--- src/rtl/kase_pkg.sv ---
`timescale 1ns / 1ps
package kase_pkg;

   localparam int MaxSymbols  = 128;
   localparam int MaxKeyBytes = 64;
   localparam int SymAw       = $clog2(MaxSymbols);
   localparam int KeyAw       = $clog2(MaxKeyBytes);

   // Request kinds carried in req_tuser.
   localparam logic [1:0] REQ_LOAD_ALPHA = 2'd0;
   localparam logic [1:0] REQ_LOAD_KEY   = 2'd1;
   localparam logic [1:0] REQ_START      = 2'd2;
   localparam logic [1:0] REQ_DATA       = 2'd3;

   // Result status codes.
   localparam logic [1:0] ST_OK        = 2'd0;
   localparam logic [1:0] ST_BAD_ALPHA = 2'd1;
   localparam logic [1:0] ST_NO_START  = 2'd2;

   // Configuration register indexes.
   localparam logic [1:0] CSR_SYMBOL_COUNT = 2'd0;
   localparam logic [1:0] CSR_KEY_LENGTH   = 2'd1;
   localparam logic [1:0] CSR_MAX_LINE     = 2'd2;

   // Source of an emitted result beat.
   localparam logic [2:0] SRC_SALT = 3'd0;
   localparam logic [2:0] SRC_ERR1 = 3'd1;
   localparam logic [2:0] SRC_ERR2 = 3'd2;
   localparam logic [2:0] SRC_WORK = 3'd3;
   localparam logic [2:0] SRC_NL   = 3'd4;

   localparam logic [7:0] CHAR_LF   = 8'd10;
   localparam logic [7:0] CHAR_CR   = 8'd13;
   localparam logic [2:0] SALT_LEN  = 3'd5;

   // Key entries after reset: "0910".
   localparam logic [7:0] KEY_RESET [4] = '{8'h30, 8'h39, 8'h31, 8'h30};

   typedef struct packed {
      logic       accept;
      logic       chk_start;
      logic       chk_rd;
      logic       chk_eval;
      logic       open_msg;
      logic       close_msg;
      logic       emit;
      logic [2:0] emit_src;
      logic       emit_last;
      logic       salt_next;
      logic       sel_data;
      logic       rd_sym;
      logic       esc_done;
      logic       sym_done;
      logic       sh_init;
      logic       sh_salt;
      logic       sh_key_rd;
      logic       sh_mod;
      logic       sh_rd;
      logic       sh_w1;
      logic       sh_w2;
   } kase_cmd_type;

   typedef struct packed {
      logic msg_open;
      logic chk_last;
      logic chk_ok;
      logic out_free;
      logic esc;
      logic nl;
      logic sss_wrap;
      logic salt_last;
      logic sh_skip;
      logic sh_end;
   } kase_stat_type;

endpackage

--- src/rtl/kase_ctrl.sv ---
`timescale 1ns / 1ps
module kase_ctrl (
   input  logic                   clock,
   input  logic                   reset,
   input  logic                   req_tvalid,
   input  logic [1:0]             req_type,
   output logic                   req_tready,
   input  kase_pkg::kase_stat_type stat,
   output kase_pkg::kase_cmd_type  cmd
);
   import kase_pkg::*;

   localparam logic [4:0] S_IDLE    = 5'd0;
   localparam logic [4:0] S_CHK_RD  = 5'd1;
   localparam logic [4:0] S_CHK_EV  = 5'd2;
   localparam logic [4:0] S_CHK_END = 5'd3;
   localparam logic [4:0] S_SALT    = 5'd4;
   localparam logic [4:0] S_ERR1    = 5'd5;
   localparam logic [4:0] S_ERR2    = 5'd6;
   localparam logic [4:0] S_DSEL    = 5'd7;
   localparam logic [4:0] S_DRD     = 5'd8;
   localparam logic [4:0] S_DEMIT   = 5'd9;
   localparam logic [4:0] S_NL      = 5'd10;
   localparam logic [4:0] S_DNEXT   = 5'd11;
   localparam logic [4:0] S_SH_INIT = 5'd12;
   localparam logic [4:0] S_SH_KEY  = 5'd13;
   localparam logic [4:0] S_SH_MOD  = 5'd14;
   localparam logic [4:0] S_SH_RD   = 5'd15;
   localparam logic [4:0] S_SH_W1   = 5'd16;
   localparam logic [4:0] S_SH_W2   = 5'd17;

   logic [4:0] state_ff, state_in;
   logic       ret_data_ff, ret_data_in;
   logic       salt_mode_ff, salt_mode_in;
   logic       esc_ff, esc_in;

   assign req_tready = (state_ff == S_IDLE);

   // Next state and command decode.
   always_comb begin
      state_in     = state_ff;
      ret_data_in  = ret_data_ff;
      salt_mode_in = salt_mode_ff;
      esc_in       = esc_ff;
      cmd          = '0;
      unique case (state_ff)
         S_IDLE: begin
            if (req_tvalid) begin
               cmd.accept = 1'b1;
               unique case (req_type)
                  REQ_START: begin
                     cmd.chk_start = 1'b1;
                     state_in      = S_CHK_RD;
                  end
                  REQ_DATA: begin
                     state_in = stat.msg_open ? S_DSEL : S_ERR2;
                  end
                  default: state_in = S_IDLE;
               endcase
            end
         end
         S_CHK_RD: begin
            cmd.chk_rd = 1'b1;
            state_in   = S_CHK_EV;
         end
         S_CHK_EV: begin
            cmd.chk_eval = 1'b1;
            state_in     = stat.chk_last ? S_CHK_END : S_CHK_RD;
         end
         S_CHK_END: begin
            if (stat.chk_ok) begin
               cmd.open_msg = 1'b1;
               state_in     = S_SALT;
            end else begin
               cmd.close_msg = 1'b1;
               state_in      = S_ERR1;
            end
         end
         S_SALT: begin
            if (stat.out_free) begin
               cmd.emit      = 1'b1;
               cmd.emit_src  = SRC_SALT;
               cmd.emit_last = stat.salt_last;
               cmd.salt_next = 1'b1;
               if (stat.salt_last) begin
                  salt_mode_in = 1'b1;
                  ret_data_in  = 1'b0;
                  state_in     = S_SH_INIT;
               end
            end
         end
         S_ERR1: begin
            if (stat.out_free) begin
               cmd.emit      = 1'b1;
               cmd.emit_src  = SRC_ERR1;
               cmd.emit_last = 1'b1;
               state_in      = S_IDLE;
            end
         end
         S_ERR2: begin
            if (stat.out_free) begin
               cmd.emit      = 1'b1;
               cmd.emit_src  = SRC_ERR2;
               cmd.emit_last = 1'b1;
               state_in      = S_IDLE;
            end
         end
         S_DSEL: begin
            cmd.sel_data = 1'b1;
            esc_in       = stat.esc;
            state_in     = S_DRD;
         end
         S_DRD: begin
            cmd.rd_sym = 1'b1;
            state_in   = S_DEMIT;
         end
         S_DEMIT: begin
            if (stat.out_free) begin
               cmd.emit      = 1'b1;
               cmd.emit_src  = SRC_WORK;
               cmd.emit_last = !esc_ff && !stat.nl;
               state_in      = stat.nl ? S_NL : S_DNEXT;
            end
         end
         S_NL: begin
            if (stat.out_free) begin
               cmd.emit      = 1'b1;
               cmd.emit_src  = SRC_NL;
               cmd.emit_last = !esc_ff;
               state_in      = S_DNEXT;
            end
         end
         S_DNEXT: begin
            salt_mode_in = 1'b0;
            if (esc_ff) begin
               cmd.esc_done = 1'b1;
               ret_data_in  = 1'b1;
               state_in     = S_SH_INIT;
            end else begin
               cmd.sym_done = 1'b1;
               ret_data_in  = 1'b0;
               state_in     = stat.sss_wrap ? S_SH_INIT : S_IDLE;
            end
         end
         S_SH_INIT: begin
            cmd.sh_init = 1'b1;
            cmd.sh_salt = salt_mode_ff;
            if (stat.sh_skip) begin
               state_in = ret_data_ff ? S_DSEL : S_IDLE;
            end else begin
               state_in = S_SH_KEY;
            end
         end
         S_SH_KEY: begin
            cmd.sh_key_rd = 1'b1;
            state_in      = S_SH_MOD;
         end
         S_SH_MOD: begin
            cmd.sh_mod  = 1'b1;
            cmd.sh_salt = salt_mode_ff;
            state_in    = S_SH_RD;
         end
         S_SH_RD: begin
            cmd.sh_rd = 1'b1;
            state_in  = S_SH_W1;
         end
         S_SH_W1: begin
            cmd.sh_w1 = 1'b1;
            state_in  = S_SH_W2;
         end
         S_SH_W2: begin
            cmd.sh_w2   = 1'b1;
            cmd.sh_salt = salt_mode_ff;
            if (stat.sh_end) begin
               state_in = ret_data_ff ? S_DSEL : S_IDLE;
            end else begin
               state_in = S_SH_KEY;
            end
         end
         default: state_in = S_IDLE;
      endcase
   end

   // State registers.
   always_ff @(posedge clock) begin
      if (reset) begin
         state_ff     <= S_IDLE;
         ret_data_ff  <= 1'b0;
         salt_mode_ff <= 1'b0;
         esc_ff       <= 1'b0;
      end else begin
         state_ff     <= state_in;
         ret_data_ff  <= ret_data_in;
         salt_mode_ff <= salt_mode_in;
         esc_ff       <= esc_in;
      end
   end

endmodule

--- src/rtl/kase_dpath.sv ---
`timescale 1ns / 1ps
module kase_dpath (
   input  logic                    clock,
   input  logic                    reset,
   input  logic                    csr_valid,
   input  logic [1:0]              csr_index,
   input  logic [9:0]              csr_data,
   input  logic [1:0]              req_type,
   input  logic [6:0]              req_index,
   input  logic [7:0]              req_value,
   input  logic [39:0]             req_salt,
   input  kase_pkg::kase_cmd_type  cmd,
   output kase_pkg::kase_stat_type stat,
   output logic                    rsp_tvalid,
   input  logic                    rsp_tready,
   output logic [7:0]              rsp_tdata,
   output logic [1:0]              rsp_tuser,
   output logic                    rsp_tlast
);
   import kase_pkg::*;

   // Configuration registers.
   logic [7:0] symbol_count_ff;
   logic [6:0] key_length_ff;
   logic [9:0] max_line_ff;

   always_ff @(posedge clock) begin
      if (reset) begin
         symbol_count_ff <= 8'd92;
         key_length_ff   <= 7'd4;
         max_line_ff     <= 10'd80;
      end else if (csr_valid) begin
         unique case (csr_index)
            CSR_SYMBOL_COUNT: symbol_count_ff <= csr_data[7:0];
            CSR_KEY_LENGTH:   key_length_ff   <= csr_data[6:0];
            CSR_MAX_LINE:     max_line_ff     <= csr_data;
            default: ;
         endcase
      end
   end

   // Clamped alphabet size and key length.
   logic [7:0] n_eff;
   logic [7:0] n_m1;
   logic [6:0] klen_user;
   assign n_eff = (symbol_count_ff < 8'd16) ? 8'd16 :
                  (symbol_count_ff > 8'(MaxSymbols)) ? 8'(MaxSymbols) : symbol_count_ff;
   assign n_m1  = n_eff - 8'd1;
   assign klen_user = (key_length_ff > 7'(MaxKeyBytes)) ? 7'(MaxKeyBytes) : key_length_ff;

   // Memories.
   logic [7:0] init_mem [MaxSymbols];
   logic [7:0] work_mem [MaxSymbols];
   logic [7:0] key_mem  [MaxKeyBytes];
   logic [3:0] key_wr_ff;

   // Per-item registers.
   logic [7:0]       val_ff;
   logic [39:0]      salt_ff;
   logic [SymAw-1:0] i_ff;
   logic [2:0]       salt_j_ff;
   logic [255:0]     seen_ff;
   logic             ok_ff;
   logic [7:0]       init_rd_ff;
   logic [SymAw-1:0] addr_ff;
   logic [7:0]       rd_a_ff;
   logic [7:0]       rd_b_ff;
   logic [7:0]       key_rd_ff;
   logic [KeyAw-1:0] pos_ff;
   logic [6:0]       klen_ff;
   logic [1:0]       run_ff;
   logic [1:0]       runs_last_ff;
   logic [SymAw-1:0] t_ff;
   logic [9:0]       lp_ff;
   logic [6:0]       sss_ff;
   logic             open_ff;

   // The copy walks the whole table; only entries in use are checked.
   logic chk_in_use;
   logic chk_end;
   assign chk_in_use = ({1'b0, i_ff} <= n_m1);
   assign chk_end    = (i_ff == SymAw'(MaxSymbols - 1));

   // Load writes and payload capture.
   always_ff @(posedge clock) begin
      if (cmd.accept) begin
         val_ff  <= req_value;
         salt_ff <= req_salt;
         if (req_type == REQ_LOAD_ALPHA) begin
            init_mem[req_index[SymAw-1:0]] <= req_value;
         end
         if (req_type == REQ_LOAD_KEY && req_index < 7'(MaxKeyBytes)) begin
            key_mem[req_index[KeyAw-1:0]] <= req_value;
         end
      end else if (cmd.esc_done) begin
         val_ff <= val_ff - n_m1;
      end
   end

   always_ff @(posedge clock) begin
      if (reset) begin
         key_wr_ff <= '0;
      end else if (cmd.accept && req_type == REQ_LOAD_KEY && req_index < 7'd4) begin
         key_wr_ff[req_index[1:0]] <= 1'b1;
      end
   end

   // Alphabet check walk.
   always_ff @(posedge clock) begin
      if (cmd.chk_rd) begin
         init_rd_ff <= init_mem[i_ff];
      end
   end

   always_ff @(posedge clock) begin
      if (cmd.chk_start) begin
         seen_ff <= '0;
         ok_ff   <= 1'b1;
      end else if (cmd.chk_eval && chk_in_use) begin
         seen_ff[init_rd_ff] <= 1'b1;
         if (init_rd_ff == CHAR_LF || init_rd_ff == CHAR_CR || seen_ff[init_rd_ff]) begin
            ok_ff <= 1'b0;
         end
      end
   end

   // Shuffle: key byte fetch and target index.
   logic [7:0]  key_byte;
   logic [11:0] rem;
   logic [6:0]  klen_sel;
   logic [5:0]  half;

   assign key_byte = cmd.sh_salt ? salt_ff[8*pos_ff[2:0] +: 8] : key_rd_ff;
   assign klen_sel = cmd.sh_salt ? 7'(SALT_LEN) : klen_user;
   assign half     = klen_sel[6:1];

   always_comb begin
      rem = 12'({1'b0, i_ff}) + 12'(key_byte);
      for (int b = 4; b >= 0; b--) begin
         if (rem >= (12'(n_eff) << b)) begin
            rem = rem - (12'(n_eff) << b);
         end
      end
   end

   always_ff @(posedge clock) begin
      if (cmd.sh_key_rd) begin
         if (pos_ff < KeyAw'(4) && !key_wr_ff[pos_ff[1:0]]) begin
            key_rd_ff <= KEY_RESET[pos_ff[1:0]];
         end else begin
            key_rd_ff <= key_mem[pos_ff];
         end
      end
      if (cmd.sh_mod) begin
         t_ff <= rem[SymAw-1:0];
      end
   end

   // Working alphabet: one write port, two registered read ports.
   always_ff @(posedge clock) begin
      if (cmd.chk_eval) begin
         work_mem[i_ff] <= init_rd_ff;
      end else if (cmd.sh_w1) begin
         work_mem[i_ff] <= rd_b_ff;
      end else if (cmd.sh_w2) begin
         work_mem[t_ff] <= rd_a_ff;
      end
      if (cmd.sh_rd) begin
         rd_a_ff <= work_mem[i_ff];
         rd_b_ff <= work_mem[t_ff];
      end else if (cmd.rd_sym) begin
         rd_a_ff <= work_mem[addr_ff];
      end
   end

   // Data byte: escape decision.
   logic esc;
   assign esc = ({1'b0, val_ff} >= {1'b0, n_m1});

   always_ff @(posedge clock) begin
      if (cmd.sel_data) begin
         addr_ff <= esc ? n_m1[SymAw-1:0] : val_ff[SymAw-1:0];
      end
   end

   // Walk counters for check and shuffle.
   logic i_last;
   assign i_last = ({1'b0, i_ff} == n_m1);

   always_ff @(posedge clock) begin
      if (cmd.chk_start || cmd.sh_init) begin
         i_ff   <= '0;
         pos_ff <= '0;
         run_ff <= '0;
         klen_ff <= klen_sel;
         runs_last_ff <= ({3'b0, half} >= {n_eff, 1'b0}) ? 2'd2 :
                         ({2'b0, half} >= n_eff) ? 2'd1 : 2'd0;
      end else if (cmd.chk_eval) begin
         i_ff <= i_ff + SymAw'(1);
      end else if (cmd.sh_w2) begin
         if (i_last) begin
            i_ff   <= '0;
            run_ff <= run_ff + 2'd1;
         end else begin
            i_ff <= i_ff + SymAw'(1);
         end
         if (7'(pos_ff) + 7'd1 >= klen_ff) begin
            pos_ff <= '0;
         end else begin
            pos_ff <= pos_ff + KeyAw'(1);
         end
      end
   end

   // Line position, symbol count since shuffle and message state.
   logic [9:0] lp_next;
   logic       nl;
   assign lp_next = lp_ff + 10'd1;
   assign nl      = (max_line_ff != 10'd0) && (lp_next >= max_line_ff);

   always_ff @(posedge clock) begin
      if (reset) begin
         lp_ff   <= '0;
         sss_ff  <= '0;
         open_ff <= 1'b0;
      end else begin
         if (cmd.open_msg) begin
            lp_ff   <= 10'd5;
            sss_ff  <= '0;
            open_ff <= 1'b1;
         end else if (cmd.close_msg) begin
            open_ff <= 1'b0;
         end
         if (cmd.emit && cmd.emit_src == SRC_WORK) begin
            lp_ff <= lp_next;
         end else if (cmd.emit && cmd.emit_src == SRC_NL) begin
            lp_ff <= '0;
         end
         if (cmd.esc_done) begin
            sss_ff <= '0;
         end else if (cmd.sym_done) begin
            sss_ff <= stat.sss_wrap ? 7'd0 : sss_ff + 7'd1;
         end
      end
   end

   // Salt beat counter.
   always_ff @(posedge clock) begin
      if (cmd.open_msg) begin
         salt_j_ff <= '0;
      end else if (cmd.salt_next) begin
         salt_j_ff <= salt_j_ff + 3'd1;
      end
   end

   // Result register.
   logic       out_valid_ff;
   logic [7:0] out_sym_ff;
   logic [1:0] out_status_ff;
   logic       out_last_ff;
   logic [7:0] emit_sym;
   logic [1:0] emit_status;

   always_comb begin
      emit_sym    = 8'd0;
      emit_status = ST_OK;
      unique case (cmd.emit_src)
         SRC_SALT: emit_sym = salt_ff[8*salt_j_ff +: 8];
         SRC_ERR1: emit_status = ST_BAD_ALPHA;
         SRC_ERR2: emit_status = ST_NO_START;
         SRC_WORK: emit_sym = rd_a_ff;
         SRC_NL:   emit_sym = CHAR_LF;
         default:  emit_sym = 8'd0;
      endcase
   end

   always_ff @(posedge clock) begin
      if (reset) begin
         out_valid_ff <= 1'b0;
      end else if (cmd.emit) begin
         out_valid_ff <= 1'b1;
      end else if (rsp_tready) begin
         out_valid_ff <= 1'b0;
      end
   end

   always_ff @(posedge clock) begin
      if (cmd.emit) begin
         out_sym_ff    <= emit_sym;
         out_status_ff <= emit_status;
         out_last_ff   <= cmd.emit_last;
      end
   end

   assign rsp_tvalid = out_valid_ff;
   assign rsp_tdata  = out_sym_ff;
   assign rsp_tuser  = out_status_ff;
   assign rsp_tlast  = out_last_ff;

   // Status back to the controller.
   always_comb begin
      stat           = '0;
      stat.msg_open  = open_ff;
      stat.chk_last  = chk_end;
      stat.chk_ok    = ok_ff;
      stat.out_free  = !out_valid_ff || rsp_tready;
      stat.esc       = esc;
      stat.nl        = nl;
      stat.sss_wrap  = ({1'b0, sss_ff} + 8'd1 >= n_eff);
      stat.salt_last = (salt_j_ff == SALT_LEN - 3'd1);
      stat.sh_skip   = (klen_sel == 7'd0);
      stat.sh_end    = i_last && (run_ff == runs_last_ff);
   end

endmodule

--- src/rtl/keyed_alphabet_shuffle_encoder.sv ---
`timescale 1ns / 1ps
// Keyed alphabet shuffle encoder.
// Input beats on req_* carry a kind in req_tuser: alphabet load, key load,
// message start (with five salt bytes) or data byte. Loads give no result. A
// start walks the whole alphabet table to check the entries in use and copy
// the table to the working table; if the check passes it emits the five salt
// bytes, then shuffles the table, else it emits an error beat. A data byte
// emits one symbol (plus escapes and newlines) and may trigger reshuffles;
// without an open message it emits an error beat instead. Shuffles swap
// entries through the single-write-port working table; one item is processed
// at a time.
// Result beats leave on rsp_* from an output register; rsp_tlast marks the
// final beat of an item and rsp_tuser carries the status. When the receiver
// stalls the block holds that beat and waits. The csr_* port writes the
// symbol count, key length and line length; write it only while idle.
// Reset clears the message state and line position, restores the default
// configuration and the default key; alphabets must be loaded before a start.
module keyed_alphabet_shuffle_encoder (
   input  logic        clock,
   input  logic        reset,
   input  logic        req_tvalid,
   output logic        req_tready,
   input  logic [55:0] req_tdata,  // index[6:0], value[14:7], salt[54:15], zero[55]
   input  logic [1:0]  req_tuser,  // req_type[1:0]
   output logic        rsp_tvalid,
   input  logic        rsp_tready,
   output logic [7:0]  rsp_tdata,  // symbol[7:0]
   output logic [1:0]  rsp_tuser,  // status[1:0]
   output logic        rsp_tlast,
   input  logic        csr_valid,
   output logic        csr_ready,
   input  logic [1:0]  csr_index,
   input  logic [9:0]  csr_data
);
   import kase_pkg::*;

   kase_cmd_type  cmd;
   kase_stat_type stat;

   assign csr_ready = 1'b1;

   kase_ctrl u_ctrl (
      .clock      (clock),
      .reset      (reset),
      .req_tvalid (req_tvalid),
      .req_type   (req_tuser),
      .req_tready (req_tready),
      .stat       (stat),
      .cmd        (cmd)
   );

   kase_dpath u_dpath (
      .clock      (clock),
      .reset      (reset),
      .csr_valid  (csr_valid),
      .csr_index  (csr_index),
      .csr_data   (csr_data),
      .req_type   (req_tuser),
      .req_index  (req_tdata[6:0]),
      .req_value  (req_tdata[14:7]),
      .req_salt   (req_tdata[54:15]),
      .cmd        (cmd),
      .stat       (stat),
      .rsp_tvalid (rsp_tvalid),
      .rsp_tready (rsp_tready),
      .rsp_tdata  (rsp_tdata),
      .rsp_tuser  (rsp_tuser),
      .rsp_tlast  (rsp_tlast)
   );

endmodule

--- config.mk ---
export PLATFORM = sky130hd
export DESIGN_NAME = keyed_alphabet_shuffle_encoder
export DESIGN_NICKNAME = d
export VERILOG_FILES = /design/src/rtl/kase_pkg.sv /design/src/rtl/kase_ctrl.sv /design/src/rtl/kase_dpath.sv /design/src/rtl/keyed_alphabet_shuffle_encoder.sv
export SDC_FILE = /design/constraint.sdc
export NUM_CORES = 2
export LEC_CHECK = 0
export ABC_AREA = 1
export BUFFER_PORTS_ARGS = -buffer_cell sky130_fd_sc_hd__buf_2
export CORE_MARGIN = 3
export CORE_UTILIZATION = 50
export CTS_CLUSTER_DIAMETER = 40
export DETAILED_ROUTE_END_ITERATION = 8
export HOLD_SLACK_MARGIN = 0.08
export PLACE_DENSITY = 0.65
export RECOVER_POWER = 25
export SYNTH_ARGS = -nofsm -noshare
export SYNTH_HDL_FRONTEND = slang
export SYNTH_HIERARCHICAL = 1
export SYNTH_SLANG_ARGS = --single-unit
--- constraint.sdc ---
create_clock -name clock -period 15.2 [get_ports clock]
set_input_delay 3.04 -clock clock [delete_from_list [all_inputs] [get_ports clock]]
set_output_delay 3.04 -clock clock [all_outputs]
set_load 0.01 [all_outputs]
# After elaboration in Yosys (flattened, before gate mapping)
# Memory sizes are Yosys's and may differ from the RTL's. A register that Yosys moved wholly into a read port is not among the register bits.
# Index checks and enable logic that the tools add are counted.
# Widths: inputs -> output; s select.
dict set report word_totals {
  regBits 429
  ram_bits 2560
  inputBits 75
  output_inout_bits 14
  word_cells 281
  memories 3
}
# name depth word_bits read_ports rd_ports_with_merged_regs wr line_no
set mem_list {}
lappend mem_list {u_dpath.init_mem 128 8 1 1 1 kase_dpath.sv:52} ;# logic [7:0] init_mem [MaxSymbols];
lappend mem_list {u_dpath.work_mem 128 8 3 3 1 kase_dpath.sv:53} ;# logic [7:0] work_mem [MaxSymbols];
lappend mem_list {u_dpath.key_mem 64 8 1 1 1 kase_dpath.sv:54} ;# logic [7:0] key_mem [MaxKeyBytes];
dict set report op_classes {
  add_sub_neg 16
  n_lt_le_gt_ge 24
  n_eq_ne 38
  shift 2
  muxes 118
  n_bitwise 5
  reduce_logical 46
}
# cell count
set ops {}
lappend ops {{$or 256x256->256} 1}
lappend ops {{$mux 7} 14}
lappend ops {{$mux 8} 12}
lappend ops {{$pmux 5 s17} 1}
lappend ops {{$shiftx 40x7->8} 2}
lappend ops {{$mux 5} 13}
lappend ops {{$mux 1} 49}
lappend ops {{$mux 12} 4}
lappend ops {{$eq 5x4->1 const B} 8}
lappend ops {{$mux 10} 3}
lappend ops {{$pmux 5 s5} 1}
lappend ops {{$mux 6} 4}
lappend ops {{$pmux 8 s3} 1}
lappend ops {{$eq 5x3->1 const B} 4}
lappend ops {{$bmux 8 s2} 1}
lappend ops {{$eq 8x4->1 const B} 2}
lappend ops {{$ge 8x8->1} 2}
lappend ops {{$add 7x1->7 const B} 2}
lappend ops {{$reduce_bool 2->1} 7}
lappend ops {{$ge 12x10->1} 1}
lappend ops {{$ge 12x11->1} 1}
lappend ops {{$ge 12x8->1} 1}
lappend ops {{$ge 12x9->1} 1}
lappend ops {{$ge 9x12->1} 1}
lappend ops {{other kinds (72)} 113}

# Logic depth before layout (Yosys ltp)
dict set report depth {
  ltp_word 15
  depth_mapped 77
  ltp_nobuf 76
}

# By module
# Netlist, hierarchy kept.
# mod instances cells_per_inst area_each_um2 seq_area_each_um2
set modules_own_cells {}
lappend modules_own_cells {kase_dpath 1 14338 141434.4 87163.6}
lappend modules_own_cells {kase_ctrl 1 173 902.1 160.2}
lappend modules_own_cells {keyed_alphabet_shuffle_encoder 1 2 11.3 0.0}

# Least setup slack after synthesis
# OpenSTA, ideal clock, no wires.
dict set report synth_timing {
  kind {register to register}
  start {reg u_ctrl.state_ff[1]}
  end {mem u_dpath.work_mem[0][0] (data pin)}
  setup_time_ps 1795
  t_arrival_ps 9330
  required_time_ps 13405
  slack_ps 4075
  path_stages_with_launch 8
  path_buffers 1
  synth_period_minus_slack_ps 11125
  cell_sequence {dfxtp_1 -> nand2_1 -> nor2_2 -> nand2_1 -> inv_1 -> nor2_1 -> clkbuf_1 -> o311ai_0}
}
# item line_no
set synth_lines {}
lappend synth_lines {{from (decl)} kase_ctrl.sv:32} ;# logic [4:0] state_ff, state_in;
lappend synth_lines {{from (signal assigned)} kase_ctrl.sv:192} ;# state_ff <= state_in;
lappend synth_lines {{to (decl)} kase_dpath.sv:53}

==> out/qor.log <==
[global_route] antenna violations before repair 14
[placed_design] Port-buffer cells 86
[clock_tree] Setup Buffers After CTS 0
[cells_and_area] number of inserted filler cells in the final layout 24000
[timing] Setup Viol. Count Final 0
[logic_synthesis] synthesized netlist net count 14700
[clock_tree] TritonCTS clock tree built
[logic_synthesis] Primary FF master, synth sky130_fd_sc_hd__edfxtp_1
[global_route] via count of the first global-routing pass 108000
[outcome] outcome finished, violations left
[setup_path] sort of element at the start of the critical path register
[global_route] first-pass GRT wire length 718000 µm
[setup_path] crit path DAT 14040 ps
[setup_path] required time reported for the critical path endpoint 15890 ps
[clock_tree] post-cts sizing count 0
[logic_synthesis] count of mapped cells out of synthesis 14500
[timing] final count of pins violating max slew 1585
[routing] number of design rule violations left after detail routing 2
[logic_synthesis] EDFF count, synth 2674
[global_route] overall overflow remaining after global route 0
[logic_synthesis] post-synthesis cell type count 63
[cells_and_area] post-layout utilization of the core 56.6%
[setup_path] Setup crit end kind register
[placed_design] count of placed standard cells including taps 17400
[floorplan] I/O pin count 89
[global_route] largest net degree at the start of global routing 181
[routing] vias post-DR 119000
[floorplan] Core ar. 283000 µm²
[logic_synthesis] yosys synthesis warning count 6
[timing] total negative setup slack 0 ps
[logic_synthesis] synthesized area per cell 9.81 µm²
[floorplan] effective utilization at floorplan 50.3%
[flow_run] total of max-cap violations 22
[clock_tree] CTS sink cnt 3025
[clock_tree] clock-pin slew on the worst setup and hold paths 50 ps
[global_route] overall fraction of global-route tracks in use 32.4%
[setup_path] type of the worst setup path reg -> reg
[cells_and_area] post-layout instance count excluding filler cells 18200
[hold_path] Hold Path Class reg -> reg
[power] Static Leak 52.4 nW
[routing] Avg WL per Cell 27.1 µm
[clock_tree] root cell of the clock tree sky130_fd_sc_hd__clkbuf_16
[routing] Pre-antenna DRT Iters 9
[timing] fmax 74.9 MHz
[floorplan] overall die area 291000 µm²
[clock_tree] clock latency of the later-clocked register in the worst-skew pair 960 ps
[power] Cell Pwr Density 157 nW/µm²
[outcome] violated checks design-rule violations, max-capacitance violations, max-slew violations
[setup_path] library cell contributing the largest single delay on the critical path sky130_fd_sc_hd__clkbuf_1
[logic_synthesis] asr flop ratio synth 0%
[setup_path] most repeated library cell on the critical path sky130_fd_sc_hd__nand2_1
[clock_tree] depth of the CTS H-tree 5
[logic_synthesis] mapped cell area 142000 µm²
[power] VDD IR max 0.183 mV
[cells_and_area] share of cells above drive strength 1 7.65%
[clock_tree] Longest Clk Path Bufs 4
[timing] number of hold-slack violations in the final timing report 0
[timing] unrepaired setup endpoints after global routing no
[routing] antenna violation net count after detailed routing 0
[placed_design] weighted congestion reported at the end of routability-driven placement 0.992
[timing] final critical-path required period 13350 ps
[logic_synthesis] Yosys reg bits 3025
[placed_design] HPWL after DPL 280000 µm
[routing] via-per-instance ratio 6.55
[cells_and_area] area added between synthesis and finish 12.4%
[floorplan] horizontal extent of the die 540 µm
[timing] Max transition margin -394%
[timing] clk_skew 57.0 ps
[timing] transition time at the pin with the least slew margin 7410 ps
[cells_and_area] final net count 14300
[clock_tree] total CTS buffers 429
[setup_path] peak fanout along the critical path 16
[floorplan] standard-cell rows 195
[setup_path] peak per-stage delay on the critical path 620 ps
[routing] detailed-route wire length 494000 µm
[timing] final worst path period share 87.8%
[routing] DRT iter0 DRCs 19100
[floorplan] overall die height 540 µm
[clock_tree] quantity of hold-fixing buffers added after cts 0
[logic_synthesis] share of synthesized area occupied by flip-flops and latches 61.3%
-- layout by cell type, fill, tap and decap left out, types with 47 or more instances in the layout --
master	n
sky130_fd_sc_hd__clkinvlp_4	47
sky130_fd_sc_hd__o211ai_1	53
sky130_fd_sc_hd__clkbuf_16	438
sky130_fd_sc_hd__clkinv_1	53
sky130_fd_sc_hd__dfxtp_1	336
sky130_fd_sc_hd__bufinv_16	55
sky130_fd_sc_hd__nand3_1	493
sky130_fd_sc_hd__o221ai_1	262
sky130_fd_sc_hd__inv_1	534
sky130_fd_sc_hd__nor2_1	3322
sky130_fd_sc_hd__edfxtp_1	2674
sky130_fd_sc_hd__buf_2	66
sky130_fd_sc_hd__nand2_1	577
sky130_fd_sc_hd__a21oi_1	433
sky130_fd_sc_hd__clkinv_2	75
sky130_fd_sc_hd__clkbuf_1	79
sky130_fd_sc_hd__buf_4	200
sky130_fd_sc_hd__o21ai_0	2910
sky130_fd_sc_hd__o22ai_1	1191
sky130_fd_sc_hd__nand4_1	47
sky130_fd_sc_hd__ha_1	103
-- cells by family after synthesis --
logic type	after synthesis	synth area share, %
XOR/XNOR	49	0.301
AO/OA/AOI/OAI	5046	19.9
buffers and inverters	1732	4.60
adder cells (fa/ha/maj)	110	1.00
other	2	0.00528
multiplexers	7	0.0554
flip-flops	3025	61.3
AND/OR/NAND/NOR	4542	12.7
-- metal layers --
layer | GRT usage, % | routed length, µm
met1 | 44.2 | 186000
met2 | 47.9 | 213000
met3 | 7.75 | 63100
met4 | 17.7 | 31900
met5 | 0 | 0
-- synth_stat cells (36+ instances only) --
library cell / instances / area share (%)
sky130_fd_sc_hd__nand2_1: 579 / 1.5
sky130_fd_sc_hd__o221ai_1: 262 / 1.6
sky130_fd_sc_hd__a21oi_1: 433 / 1.5
sky130_fd_sc_hd__o22ai_1: 1191 / 5.2
sky130_fd_sc_hd__inv_1: 549 / 1.4
sky130_fd_sc_hd__buf_1: 37 / 0.098
sky130_fd_sc_hd__ha_1: 103 / 0.91
sky130_fd_sc_hd__clkbuf_1: 1096 / 2.9
sky130_fd_sc_hd__a31oi_1: 36 / 0.16
sky130_fd_sc_hd__nor2_1: 3322 / 8.8
sky130_fd_sc_hd__dfxtp_1: 351 / 4.9
sky130_fd_sc_hd__o21ai_0: 2910 / 10
sky130_fd_sc_hd__nand3_1: 493 / 1.7
sky130_fd_sc_hd__o211ai_1: 53 / 0.28
sky130_fd_sc_hd__edfxtp_1: 2674 / 56
sky130_fd_sc_hd__nand4_1: 47 / 0.21
-- flip-flops by register name, indices dropped and copies added (netlist names), 7 cells and up, named ones only --
signal / cells
u_dpath/addr_ff: 7
u_dpath/t_ff: 7
u_dpath/i_ff: 7
u_dpath/init_rd_ff: 8
u_dpath/rd_a_ff: 8
u_dpath/seen_ff: 256
u_dpath/rsp_tdata: 8
u_dpath/symbol_count_ff: 8
u_dpath/val_ff: 8
u_dpath/key_rd_ff: 8
u_dpath/key_length_ff: 7
u_dpath/salt_ff: 40
u_dpath/max_line_ff: 10
u_dpath/key_mem: 512
u_dpath/sss_ff: 7
u_dpath/klen_ff: 7
u_dpath/lp_ff: 10
u_dpath/rd_b_ff: 8
u_dpath/work_mem: 1024
u_dpath/init_mem: 1024
-- through the flow --
step                total power, W  hold slack (ps)  setup WS, ps  area [µm²]
floorplan                   0.0131              429          4080      142000
global placement            0.0149              439          2210      145000
detailed placement          0.0149              448          2370      145000
CTS                         0.0250              456          2290      160000
global route                0.0259              463           531      160000
finish                      0.0251              453          1850      160000
-- where the power goes --
part	total, W	switching [W]	internal, W
sequential	0.00968	0.000226	0.00946
clock	0.0101	0.00386	0.00627
combinational	0.00525	0.00393	0.00132
-- cell type report --
type / count / area (µm²) / share of cell area (%)
inverters: 575 / 2240 / 1.40
repair buffers: 323 / 2390 / 1.49
flip-flops and latches: 3025 / 87400 / 54.6
diodes: 8 / 20.0 / 0.0125
clock inverters: 311 / 3590 / 2.24
well taps: 3743 / 4680 / 2.93
clock buffers: 486 / 11200 / 6.99
multi-input cells: 9756 / 48500 / 30.3
-- path summary, 6_finish.rpt --
check	depth (start not counted)	end	start	slack, ps
setup / recovery	70	u_dpath/t_ff[1]	u_ctrl/state_ff[2]	1850
hold / removal	2	u_dpath/seen_ff[109]	u_dpath/seen_ff[109]	450
setup reg to reg	70	u_dpath/t_ff[1]	u_ctrl/state_ff[2]	1850
hold reg to reg	2	u_dpath/seen_ff[109]	u_dpath/seen_ff[109]	450
-- worst max-delay path: cells and delay by family, from the launching register on --
family / cells / cell delay (ps)
AO/OA/AOI/OAI: 14 / 3090
AND/OR/NAND/NOR: 36 / 4430
XOR/XNOR: 1 / 150
flip-flops: 1 / 410
buffers and inverters: 11 / 1930
adder cells (fa/ha/maj): 8 / 3040
(Power assumes the default switching activity.)
